## src/rtl/tmp_pkg.sv

```systemverilog
// ----------------------------------------------------------------------------
// Trapezoid motion profile package
// Shared payload types, register indexes, sequencer states and unit controls.
// ----------------------------------------------------------------------------
package tmp_pkg;

    localparam int DW = 32;
    localparam int FB = 16;
    localparam int RW = 31;

    localparam logic [1:0] CFG_VEL_LIMIT = 2'd0;
    localparam logic [1:0] CFG_ACC_LIMIT = 2'd1;
    localparam logic [1:0] CFG_TICK      = 2'd2;

    localparam logic OP_START = 1'b0;
    localparam logic OP_TICK  = 1'b1;

    typedef struct packed {
        logic                 op;
        logic signed [DW-1:0] goal_position;
        logic signed [DW-1:0] present_position;
    } tmp_in_t;

    typedef struct packed {
        logic signed [DW-1:0] position_setpoint;
        logic signed [DW-1:0] velocity_setpoint;
        logic signed [DW-1:0] accel_setpoint;
        logic                 profile_done;
    } tmp_out_t;

    typedef enum logic [4:0] {
        ST_IDLE, ST_SETUP, ST_MUL_VV, ST_MUL_DA, ST_CMP, ST_DIV1, ST_SQRT,
        ST_MUL_PK, ST_PEAK, ST_DIV2, ST_DIV3, ST_PHASE, ST_MA, ST_MB, ST_MC,
        ST_MD, ST_ME, ST_MF, ST_COMB, ST_OUT
    } tmp_state_t;

    typedef enum logic [1:0] {
        PH_ACCEL, PH_CRUISE, PH_DECEL, PH_DONE
    } tmp_phase_t;

    typedef struct packed {
        logic start;
        logic sqrt_mode;
    } tmp_iter_ctrl_t;

    typedef struct packed {
        logic busy;
        logic done;
    } tmp_iter_stat_t;

endpackage

```

## src/rtl/tmp_mul.sv

```systemverilog
// ----------------------------------------------------------------------------
// Trapezoid motion profile multiplier
// Unsigned 32 by 32 multiplier with a registered 64-bit product.
// ----------------------------------------------------------------------------
module tmp_mul (
    input  logic                     aclk,
    input  logic [tmp_pkg::DW-1:0]   a,
    input  logic [tmp_pkg::DW-1:0]   b,
    output logic [2*tmp_pkg::DW-1:0] prod
);

    logic [2*tmp_pkg::DW-1:0] prod_reg;

    always_ff @(posedge aclk) begin
        prod_reg <= a * b;
    end

    assign prod = prod_reg;

endmodule

```

## config.mk

```make
export PLATFORM = sky130hd
export DESIGN_NAME = tmp_mul
export DESIGN_NICKNAME = d
export VERILOG_FILES = /design/src/rtl/tmp_pkg.sv /design/src/rtl/tmp_mul.sv
export SDC_FILE = /design/constraint.sdc
export NUM_CORES = 2
export LEC_CHECK = 0
export BUFFER_PORTS_ARGS = -buffer_cell sky130_fd_sc_hd__buf_2
export CORE_ASPECT_RATIO = 1.5
export CORE_MARGIN = 5
export CORE_UTILIZATION = 50
export CTS_BUF_LIST = sky130_fd_sc_hd__clkbuf_8
export DETAILED_ROUTE_END_ITERATION = 6
export GPL_TIMING_DRIVEN = 0
export PLACE_DENSITY = 0.67
export SETUP_SLACK_MARGIN = 0.1
export SYNTH_ARGS = -nofsm -noshare
export SYNTH_HDL_FRONTEND = slang
export SYNTH_SLANG_ARGS = --single-unit
```

## constraint.sdc

```tcl
create_clock -name aclk -period 9.6 [get_ports aclk]
set_clock_uncertainty 0.15 [all_clocks]
set_input_delay 0.96 -clock aclk [delete_from_list [all_inputs] [get_ports aclk]]
set_output_delay 0.96 -clock aclk [all_outputs]
set_load 0.01 [all_outputs]
```

==> flow_summary.toml <==
[grt]
grt_max_degree = 11
grt_overflow_total = 0
grt_pass1_wl_mm = 193
track_usage_pct = 36.0
antenna_found_initial = 7
grt_pass1_vias = 29941

[clocking]
post-cts-setup-buffers = 0
clockRootBuffer = "clkbuf_8"
numCtsBuffers = 9
h-tree-depth = 3
path_clk_slew_ns = 0.08
clk_path_buf_depth = 2
cts.sinks = 64
cts_tree = "built"

[critical_path]
cp_max_fo = 10
endpoint_kind = "flop"
cp.arrival_ns = 9.65
startpoint = "b[26]"
endpoint = "prod[62]"
startpoint_type = "input port"
critPathKind = "input port to flop"
cp.required_ns = 9.83

[yosys]
synth-seq-area-share_pct = 3.69
synth_edf_count = 0
synth-seq-cells = 64
syn_avg_cell_area_um2 = 9.25
syn_inst = 3748
synth_ff_type = "dfxtp_1"
syn-cell-area_mm2 = 0.0347
syn-num-nets = 4972
async_reset_ff_share_pct = 0
synth_cell_types = 57
yosys_warnings = 0

[routing]
wl_met2_mm = 64.4
drt_iter0_markers = 2009
wl_per_cell_um = 27.7
drc = 1
totalWireLength_mm = 133
routed_via_density = 5.71
final_antenna_net_count = 0
top_layer = "met4"
met3_length_mm = 8.80
met1_length_mm = 40.0
drtPass1Iterations = 7
vias = 27425

[place]
dp_slack_ns = -0.184
io_buffers = 128
gp_congestion = 1.10
hpwl_mm = 113
place_inst = 4776

[worst_hold_path]
hold_class = "input port to flop"
holdPathStages = 2

[floorplan]
core_area_mm2 = 0.0689
io_pins = 129
start_util_pct = 50.3
rows = 118
die-width_um = 225
chipHeight_um = 333
dieArea_mm2 = 0.0748

[flow_run]
maxCapViolCount = 0

[timing]
rsz0062_at_grt = "true"
tns_ns = 0
relSlewSlack_pct = 20.2
post-route-period-util_pct = 98.1
setup_violations = 0
layout_min_cycle_time_ns = 9.42
worst_slew_pin_slew_ns = 1.20
hold_viol = 0
setup_slack_ns = 0.180
clock.fmax_ghz = 0.106
final_max_slew_viol_count = 0
holdWs_ns = 0.749

[finish]
fin_nets = 5111
drive_gt1_share_pct = 4.39
mostFrequentLayoutCells = "fa_1 (896), inv_1 (867), and2_1 (602), nand2_1 (480), ha_1 (263)"
final_common_cell = "fa_1"
fin_cells = 4799
area_delta_synth_final_pct = 5.89
register_area_mm2 = 0.00128
largest_reg_flops = 64
fillers = 6444
multiInputGateArea_mm2 = 0.0293

[status]
violations = "design-rule violations"
outcome = "finished with violations"
[area by class of cell]
cell class              count  area share, %
clock buffers              12          0.450
multi-input cells        2599           79.8
diodes                      7         0.0477
well taps                 900           3.07
repair buffers            128           1.74
inverters                 865           8.84
plain buffers             220           2.34
clock inverters             4          0.184
flip-flops and latches     64           3.49
[repair_timing]
action / in CTS / in global routing
endpoints found under the setup margin: 0 / 6
resized for setup: 0 / 24
hold buffers: 0 / 0
[cell families (layout without fill, tap and decap cells)]
kind of cell               after synthesis  count (layout)  share of synthesized area, %
xor gates and xnor gates                60              60                          1.52
and+or+nand+nor                       1177            1177                          17.6
DFF                                     64              64                          3.69
muxes                                    1               1                        0.0289
AOI/OAI and AO/OA                      202             202                          4.15
adders and majority gates             1159            1159                          61.2
buffers and inverters                 1085            1229                          11.8
other                                    0               7                             0
[worst min-delay path by stage]
| stage | from | end | slack (ns) |
|---|---|---|---|
| 2_1_floorplan | b[0] | prod[0] | 0.94 |
| 3_3_place_gp | b[0] | prod[0] | 1.18 |
| 3_5_place_dp | b[0] | prod[0] | 1.18 |
| 4_1_cts | b[0] | prod[0] | 0.70 |
| 5_1_grt | b[0] | prod[0] | 0.74 |
| 6_report | b[0] | prod[0] | 0.75 |
[synthesized netlist by cell type (4+ instances only)]
| cell | number | area (um2) |
|---|---|---|
| nor3_1 | 7 | 35.0 |
| o21a_1 | 9 | 67.6 |
| fa_1 | 896 | 17900 |
| o21bai_1 | 10 | 75.1 |
| a221o_1 | 4 | 40.0 |
| nand3_1 | 10 | 50.1 |
| o21ai_1 | 5 | 25.0 |
| and3_1 | 14 | 87.6 |
| a31oi_1 | 12 | 75.1 |
| and2_1 | 602 | 3770 |
| xor2_1 | 25 | 219 |
| nand2_1 | 480 | 1800 |
| a21oi_1 | 63 | 315 |
| a21o_1 | 40 | 300 |
| clkbuf_1 | 213 | 800 |
| dfxtp_1 | 64 | 1280 |
| nand4_1 | 23 | 144 |
| ha_1 | 263 | 3290 |
| o21ai_0 | 21 | 105 |
| nor2_1 | 20 | 75.1 |
| buf_2 | 6 | 30.0 |
| xnor2_1 | 35 | 307 |
| inv_1 | 865 | 3250 |
[critical path: stages]
cell and delay [ns]:
buf_2 0.18, clkbuf_1 0.77, nand2_1 0.21, fa_1 0.58
inv_1 0.06, fa_1 0.52, fa_1 0.61, fa_1 0.54
fa_1 0.65, fa_1 0.51, fa_1 0.53, fa_1 0.42
ha_1 0.28, buf_2 0.22, nand4_1 0.31, or4_1 0.53
or3_1 0.45, a31oi_1 0.46, a31o_2 0.34, a211oi_1 0.16
o21ai_1 0.20, xor2_1 0.15
[per-stage QoR]
step           util, %  area, um2
2_1_floorplan        -      34700
3_3_place_gp      52.9      36400
3_5_place_dp      52.9      36400
4_1_cts           53.2      36700
5_1_grt           53.2      36700
6_report          53.3      36700
[layer usage]
metal | GRT usage [%] | up-vias
li1 | - | 11136
met1 | 36.0 | 14120
met2 | 59.5 | 1459
met3 | 6.76 | 710
met4 | 38.8 | 0
met5 | 0 | -
Power is not shown: default switching activity piles up to over one toggle a cycle in this logic, so the estimate is an artifact.
