## src/rtl/tmp_pkg.sv

```systemverilog
// ----------------------------------------------------------------------------
// Trapezoid motion profile package
// Shared payload types, register indexes, sequencer states and unit controls.
// ----------------------------------------------------------------------------
package tmp_pkg;

    localparam int DW = 32;
    localparam int FB = 16;
    localparam int RW = 31;

    localparam logic [1:0] CFG_VEL_LIMIT = 2'd0;
    localparam logic [1:0] CFG_ACC_LIMIT = 2'd1;
    localparam logic [1:0] CFG_TICK      = 2'd2;

    localparam logic OP_START = 1'b0;
    localparam logic OP_TICK  = 1'b1;

    typedef struct packed {
        logic                 op;
        logic signed [DW-1:0] goal_position;
        logic signed [DW-1:0] present_position;
    } tmp_in_t;

    typedef struct packed {
        logic signed [DW-1:0] position_setpoint;
        logic signed [DW-1:0] velocity_setpoint;
        logic signed [DW-1:0] accel_setpoint;
        logic                 profile_done;
    } tmp_out_t;

    typedef enum logic [4:0] {
        ST_IDLE, ST_SETUP, ST_MUL_VV, ST_MUL_DA, ST_CMP, ST_DIV1, ST_SQRT,
        ST_MUL_PK, ST_PEAK, ST_DIV2, ST_DIV3, ST_PHASE, ST_MA, ST_MB, ST_MC,
        ST_MD, ST_ME, ST_MF, ST_COMB, ST_OUT
    } tmp_state_t;

    typedef enum logic [1:0] {
        PH_ACCEL, PH_CRUISE, PH_DECEL, PH_DONE
    } tmp_phase_t;

    typedef struct packed {
        logic start;
        logic sqrt_mode;
    } tmp_iter_ctrl_t;

    typedef struct packed {
        logic busy;
        logic done;
    } tmp_iter_stat_t;

endpackage

```

## src/rtl/tmp_iter.sv

```systemverilog
// ----------------------------------------------------------------------------
// Trapezoid motion profile divide and root unit
// Restoring divider (one quotient bit per cycle) and integer square root
// (one root bit per cycle) sharing one remainder register and subtractor.
// ----------------------------------------------------------------------------
module tmp_iter (
    input  logic                       aclk,
    input  logic                       aresetn,
    input  tmp_pkg::tmp_iter_ctrl_t    ctrl,
    input  logic [2*tmp_pkg::DW-1:0]   dividend,
    input  logic [tmp_pkg::DW-1:0]     divisor,
    output tmp_pkg::tmp_iter_stat_t    stat,
    output logic [2*tmp_pkg::DW-1:0]   result
);

    logic [6:0]  cnt_reg, cnt_next;
    logic        done_reg, done_next;
    logic        mode_reg;
    logic [63:0] n_reg, q_reg;
    logic [34:0] rem_reg;
    logic [31:0] d_reg;
    logic [34:0] rem_sh, trial, diff;
    logic        ge;

    always_comb begin
        if (mode_reg) begin
            rem_sh = {rem_reg[32:0], n_reg[63:62]};
            trial  = {1'b0, q_reg[31:0], 2'b01};
        end else begin
            rem_sh = {rem_reg[33:0], n_reg[63]};
            trial  = {3'b000, d_reg};
        end
        ge   = (rem_sh >= trial);
        diff = rem_sh - trial;
    end

    always_comb begin
        cnt_next  = cnt_reg;
        done_next = 1'b0;
        if (ctrl.start) begin
            cnt_next = ctrl.sqrt_mode ? 7'd32 : 7'd64;
        end else if (cnt_reg != 7'd0) begin
            cnt_next  = cnt_reg - 7'd1;
            done_next = (cnt_reg == 7'd1);
        end
    end

    always_ff @(posedge aclk) begin
        if (!aresetn) begin
            cnt_reg  <= 7'd0;
            done_reg <= 1'b0;
        end else begin
            cnt_reg  <= cnt_next;
            done_reg <= done_next;
        end
    end

    always_ff @(posedge aclk) begin
        if (ctrl.start) begin
            mode_reg <= ctrl.sqrt_mode;
            n_reg    <= dividend;
            d_reg    <= divisor;
            q_reg    <= 64'd0;
            rem_reg  <= 35'd0;
        end else if (cnt_reg != 7'd0) begin
            n_reg   <= mode_reg ? {n_reg[61:0], 2'b00} : {n_reg[62:0], 1'b0};
            q_reg   <= {q_reg[62:0], ge};
            rem_reg <= ge ? diff : rem_sh;
        end
    end

    assign stat.busy = (cnt_reg != 7'd0);
    assign stat.done = done_reg;
    assign result    = q_reg;

    a_no_restart: assert property (@(posedge aclk) disable iff (!aresetn)
        ctrl.start |-> cnt_reg == 7'd0)
        else $error("unit restarted while busy");

    a_done_after_last: assert property (@(posedge aclk) disable iff (!aresetn)
        cnt_reg == 7'd1 && !ctrl.start |=> done_reg && cnt_reg == 7'd0)
        else $error("done did not follow the last step");

endmodule

```

## config.mk

```make
export PLATFORM = sky130hd
export DESIGN_NAME = tmp_iter
export DESIGN_NICKNAME = d
export VERILOG_FILES = /design/src/rtl/tmp_pkg.sv /design/src/rtl/tmp_iter.sv
export SDC_FILE = /design/constraint.sdc
export NUM_CORES = 1
export LEC_CHECK = 0
export ABC_CLOCK_PERIOD_IN_PS = 4110
export BUFFER_PORTS_ARGS = -buffer_cell sky130_fd_sc_hd__clkbuf_2
export CAP_MARGIN = 20
export CORE_MARGIN = 2
export CORE_UTILIZATION = 30
export DETAILED_ROUTE_END_ITERATION = 8
export PLACE_DENSITY = 0.47
export SETUP_SLACK_MARGIN = 0.2
export SYNTH_ARGS = -nofsm -noshare
export SYNTH_HDL_FRONTEND = slang
export SYNTH_SLANG_ARGS = --single-unit
export TNS_END_PERCENT = 30
```

## constraint.sdc

```tcl
create_clock -name aclk -period 4.11 [get_ports aclk]
set_input_delay 0.822 -clock aclk [delete_from_list [all_inputs] [get_ports aclk]]
set_output_delay 0.822 -clock aclk [all_outputs]
set_load 0.005 [all_outputs]
```

==> flow_results.org <==
** Route
- Overall via count from detail_route :: 8484
- In the routed layout, each cell is associated on average with a via count of 4.82.
- Number of detailed-routing iterations run before antenna repair :: 5
- After detailed routing, the number of remaining DRC violations is 0.
- Wire length after detailed routing :: 27000 microns
- In the final routed layout, each cell accounts on average for 15.3 microns.
- Remaining number of nets flagged by the antenna check after routing :: 0
- The first routing iteration left 351 violations.

** Synthesis
- After synthesis, the share of flip-flops with an asynchronous set or reset is 0%.
- Sequential-to-total area share from yosys stat :: 47.1%
- Cell accounting for the most synthesized area :: sky130_fd_sc_hd__edfxtp_1
- By count the netlist is led by sky130_fd_sc_hd__nand2_1, sky130_fd_sc_hd__dfxtp_1, sky130_fd_sc_hd__a21oi_1.
- Number of distinct library cells after synthesis :: 64
- Cell area after synthesis :: 0.0107 sq mm
- Instance count of the mapped netlist :: 1132
- Number of flops mapped to enable cells by yosys :: 97
- Warnings from Yosys :: 0
- Synth top area share :: 27.3%
- Prevailing post-synth register cell :: sky130_fd_sc_hd__dfxtp_1
- Cell with the most instances after synthesis :: sky130_fd_sc_hd__nand2_1
- Synthesized area per cell :: 9.44 sq um
- When the netlist entered floorplanning its net count stood at 1269.
- In this run, synthesis produced a sequential element count of 203.
- Ranked by total cell area, the synthesized netlist is headed by sky130_fd_sc_hd__edfxtp_1, sky130_fd_sc_hd__dfxtp_1, sky130_fd_sc_hd__mux2i_1.

** Floorplan
- In this run the core area contains 69 standard-cell rows.
- Die Y :: 193 microns
- The die covers 0.0371 sq mm.
- Count of pins on the block boundary :: 166
- The initial utilization of the core area, before any placement, comes to 30.3%.
- The die is 193 microns wide.
- The region available for standard cell placement spans 0.0353 sq mm.

** Critical path
- Critical Path AT :: 4.22 ns
- Worst-path fanout max :: 22
- Type of destination of the critical path :: flip-flop
- At the worst endpoint, the required time is 4.56 ns.
- Crit Path Category :: reg -> reg
- Startpoint types :: flip-flop

** GRT
- Number of global-route vias before repair :: 8228
- Entering global routing, the biggest net connects 168 pins.
- Global routing finished with a remaining overflow of 0.
- The number of antenna violations at the first check in global routing came to 0.
- Overall track demand over capacity in global routing :: 14.2%
- First-pass GRT wire length :: 43000 microns

** Outcome
- Run status :: completed

** STA
- Worst clock skew :: 0.0177 ns
- The number of max-slew violations in the final report was 0.
- Timing would allow up to 265 MHz.
- The worst path needs 3.77 ns of the cycle, external delays included.
- Setup ws final :: 0.343 ns
- For the final routed database, the setup TNS stands at 0 ns.
- Total of endpoints with negative setup slack in the final report :: 0
- Setup repair after global routing missed its margin :: yes
- After layout, the worst path uses 91.7% of the clock period.
- Final hold violation count :: 0
- Slew HR :: 37.4%
- Worst Max-Slew Pin Slew :: 0.940 ns

** Clock tree
- The tree is rooted in a sky130_fd_sc_hd__clkbuf_16.
- CTS Sinks :: 203
- The clock passes through at most 3 buffers.
- Worst-Skew Late Latency :: 0.54 ns
- Clock-pin slew was measured on the worst setup and hold paths at 0.06 ns.
- CTS built an H-tree with a depth of 1.
- Number of hold-repair buffers added at the cts stage :: 0
- TritonCTS clock tree :: built
- Counting the buffers created by CTS gives 25.

** Place
- Final weighted congestion of routability-driven global placement :: 0.806
- Prior to clock tree synthesis, the placed netlist has a worst setup slack of 0.246 ns.
- Buffers placed on the I/O ports in this run total 165.
- Detailed placement finished with a half-perimeter wire length of 18000 microns.

** Pwr
- Total power per unit cell area :: 689 mW/mm^2
- For this design the static power due to leakage is 5.37 nW.
- Worst IR Drop VDD :: 0.666 mV

** Cells and area
- Post-layout net count :: 1418
- Area delta synth->final :: 21.4%
- Cells with a size suffix above 1 make up 22.1% of the layout.
- Total inserted antenna cells :: 0

** Hold path
- Hold WC Path Type :: reg -> reg

** Run
- Max-capacitance violation count :: 0
## area by class of cell
cell class,instances,area (sq um)
fill,3589,22300
multi-input combinational,846,5360
sequential,203,5030
timing repair buffer,196,1140
clock buffer,39,759
tap,461,577
clock inverter,7,62.6
inverter,9,36.3
## what timing repair did
item	CTS	global route
endpoints found under the setup margin	0	33
buffers inserted	0	11
resized for setup	0	12
## routing by layer
metal	track usage [%]	part of all wire, %
met1	19.0	46
met2	22.9	45
met3	3.58	6.1
met4	3.35	2.1
met5	0	0
## report_power, final
part	internal (mW)	switching, mW
registers	2.59	0.235
logic	1.61	2.30
clock network	1.33	0.869
total	5.53	3.41
## stage by stage
| stage | util (%) | cells | total power, mW | area [sq um] | hold slack [ns] |
|---|---|---|---|---|---|
| 6_report | 36.7 | 1761 | 8.94 | 13000 | 0.453 |
| 4_1_cts | 36.4 | 1749 | 8.90 | 12800 | 0.420 |
| 5_1_grt | 36.7 | 1761 | 9.64 | 13000 | 0.440 |
| 3_5_place_dp | 34.1 | 1703 | 6.62 | 12000 | 0.454 |
| 3_3_place_gp | 34.1 | 1703 | 6.65 | 12000 | 0.437 |
| 2_1_floorplan | - | 1132 | 5.65 | 10700 | 0.443 |
## critical path: stages, from the launching register on
cell and delay [ns]:
sky130_fd_sc_hd__edfxtp_1 0.43, sky130_fd_sc_hd__buf_12 0.22, sky130_fd_sc_hd__mux2i_2 0.29, sky130_fd_sc_hd__inv_1 0.09, sky130_fd_sc_hd__ha_1 0.31, sky130_fd_sc_hd__nor2b_2 0.16, sky130_fd_sc_hd__o2111ai_1 0.12, sky130_fd_sc_hd__a2111o_1 0.49
sky130_fd_sc_hd__a2111oi_4 0.44, sky130_fd_sc_hd__buf_4 0.18, sky130_fd_sc_hd__o211ai_1 0.12, sky130_fd_sc_hd__a21oi_1 0.22, sky130_fd_sc_hd__nor3_1 0.06, sky130_fd_sc_hd__or3b_1 0.37, sky130_fd_sc_hd__a211oi_2 0.17
## cell families (layout without fill, tap and decap cells)
| family | after synthesis | in the layout | synth area share (%) |
|---|---|---|---|
| adders and majority gates | 37 | 37 | 4.40 |
| muxes | 132 | 132 | 12.8 |
| xor gates and xnor gates | 33 | 33 | 2.70 |
| DFF | 203 | 203 | 47.1 |
| and+or+nand+nor | 372 | 373 | 14.3 |
| buffers and inverters | 84 | 251 | 3.16 |
| AOI/OAI and AO/OA | 271 | 271 | 15.5 |
## cells in the final DEF (no fill, tap or decap), drive strengths merged, types with 3 or more instances in the layout
cell type,instances
a21boi,3
nand2,256
ha,36
xnor2,23
nand4,6
o21ai,79
mux2,34
mux2i,98
xor2,10
a211oi,17
dfxtp,106
buf,31
a21o,14
o211ai,5
and2,9
clkinv,5
and3,3
a311oi,16
nor2,60
clkbuf,204
o2111ai,3
a21oi,103
inv,10
edfxtp,97
nor2b,5
nand3,5
o21a,9
nor3,15
or3,3
## final timing paths
check,to,startpoint,slack (ns),cells after the start
hold reg to reg,result[63],result[63],0.45,2
hold / removal,result[63],result[63],0.45,2
setup / recovery,rem_reg[33],mode_reg,0.34,14
setup reg to reg,rem_reg[33],mode_reg,0.34,14
Power figures use the tool's default switching activity.
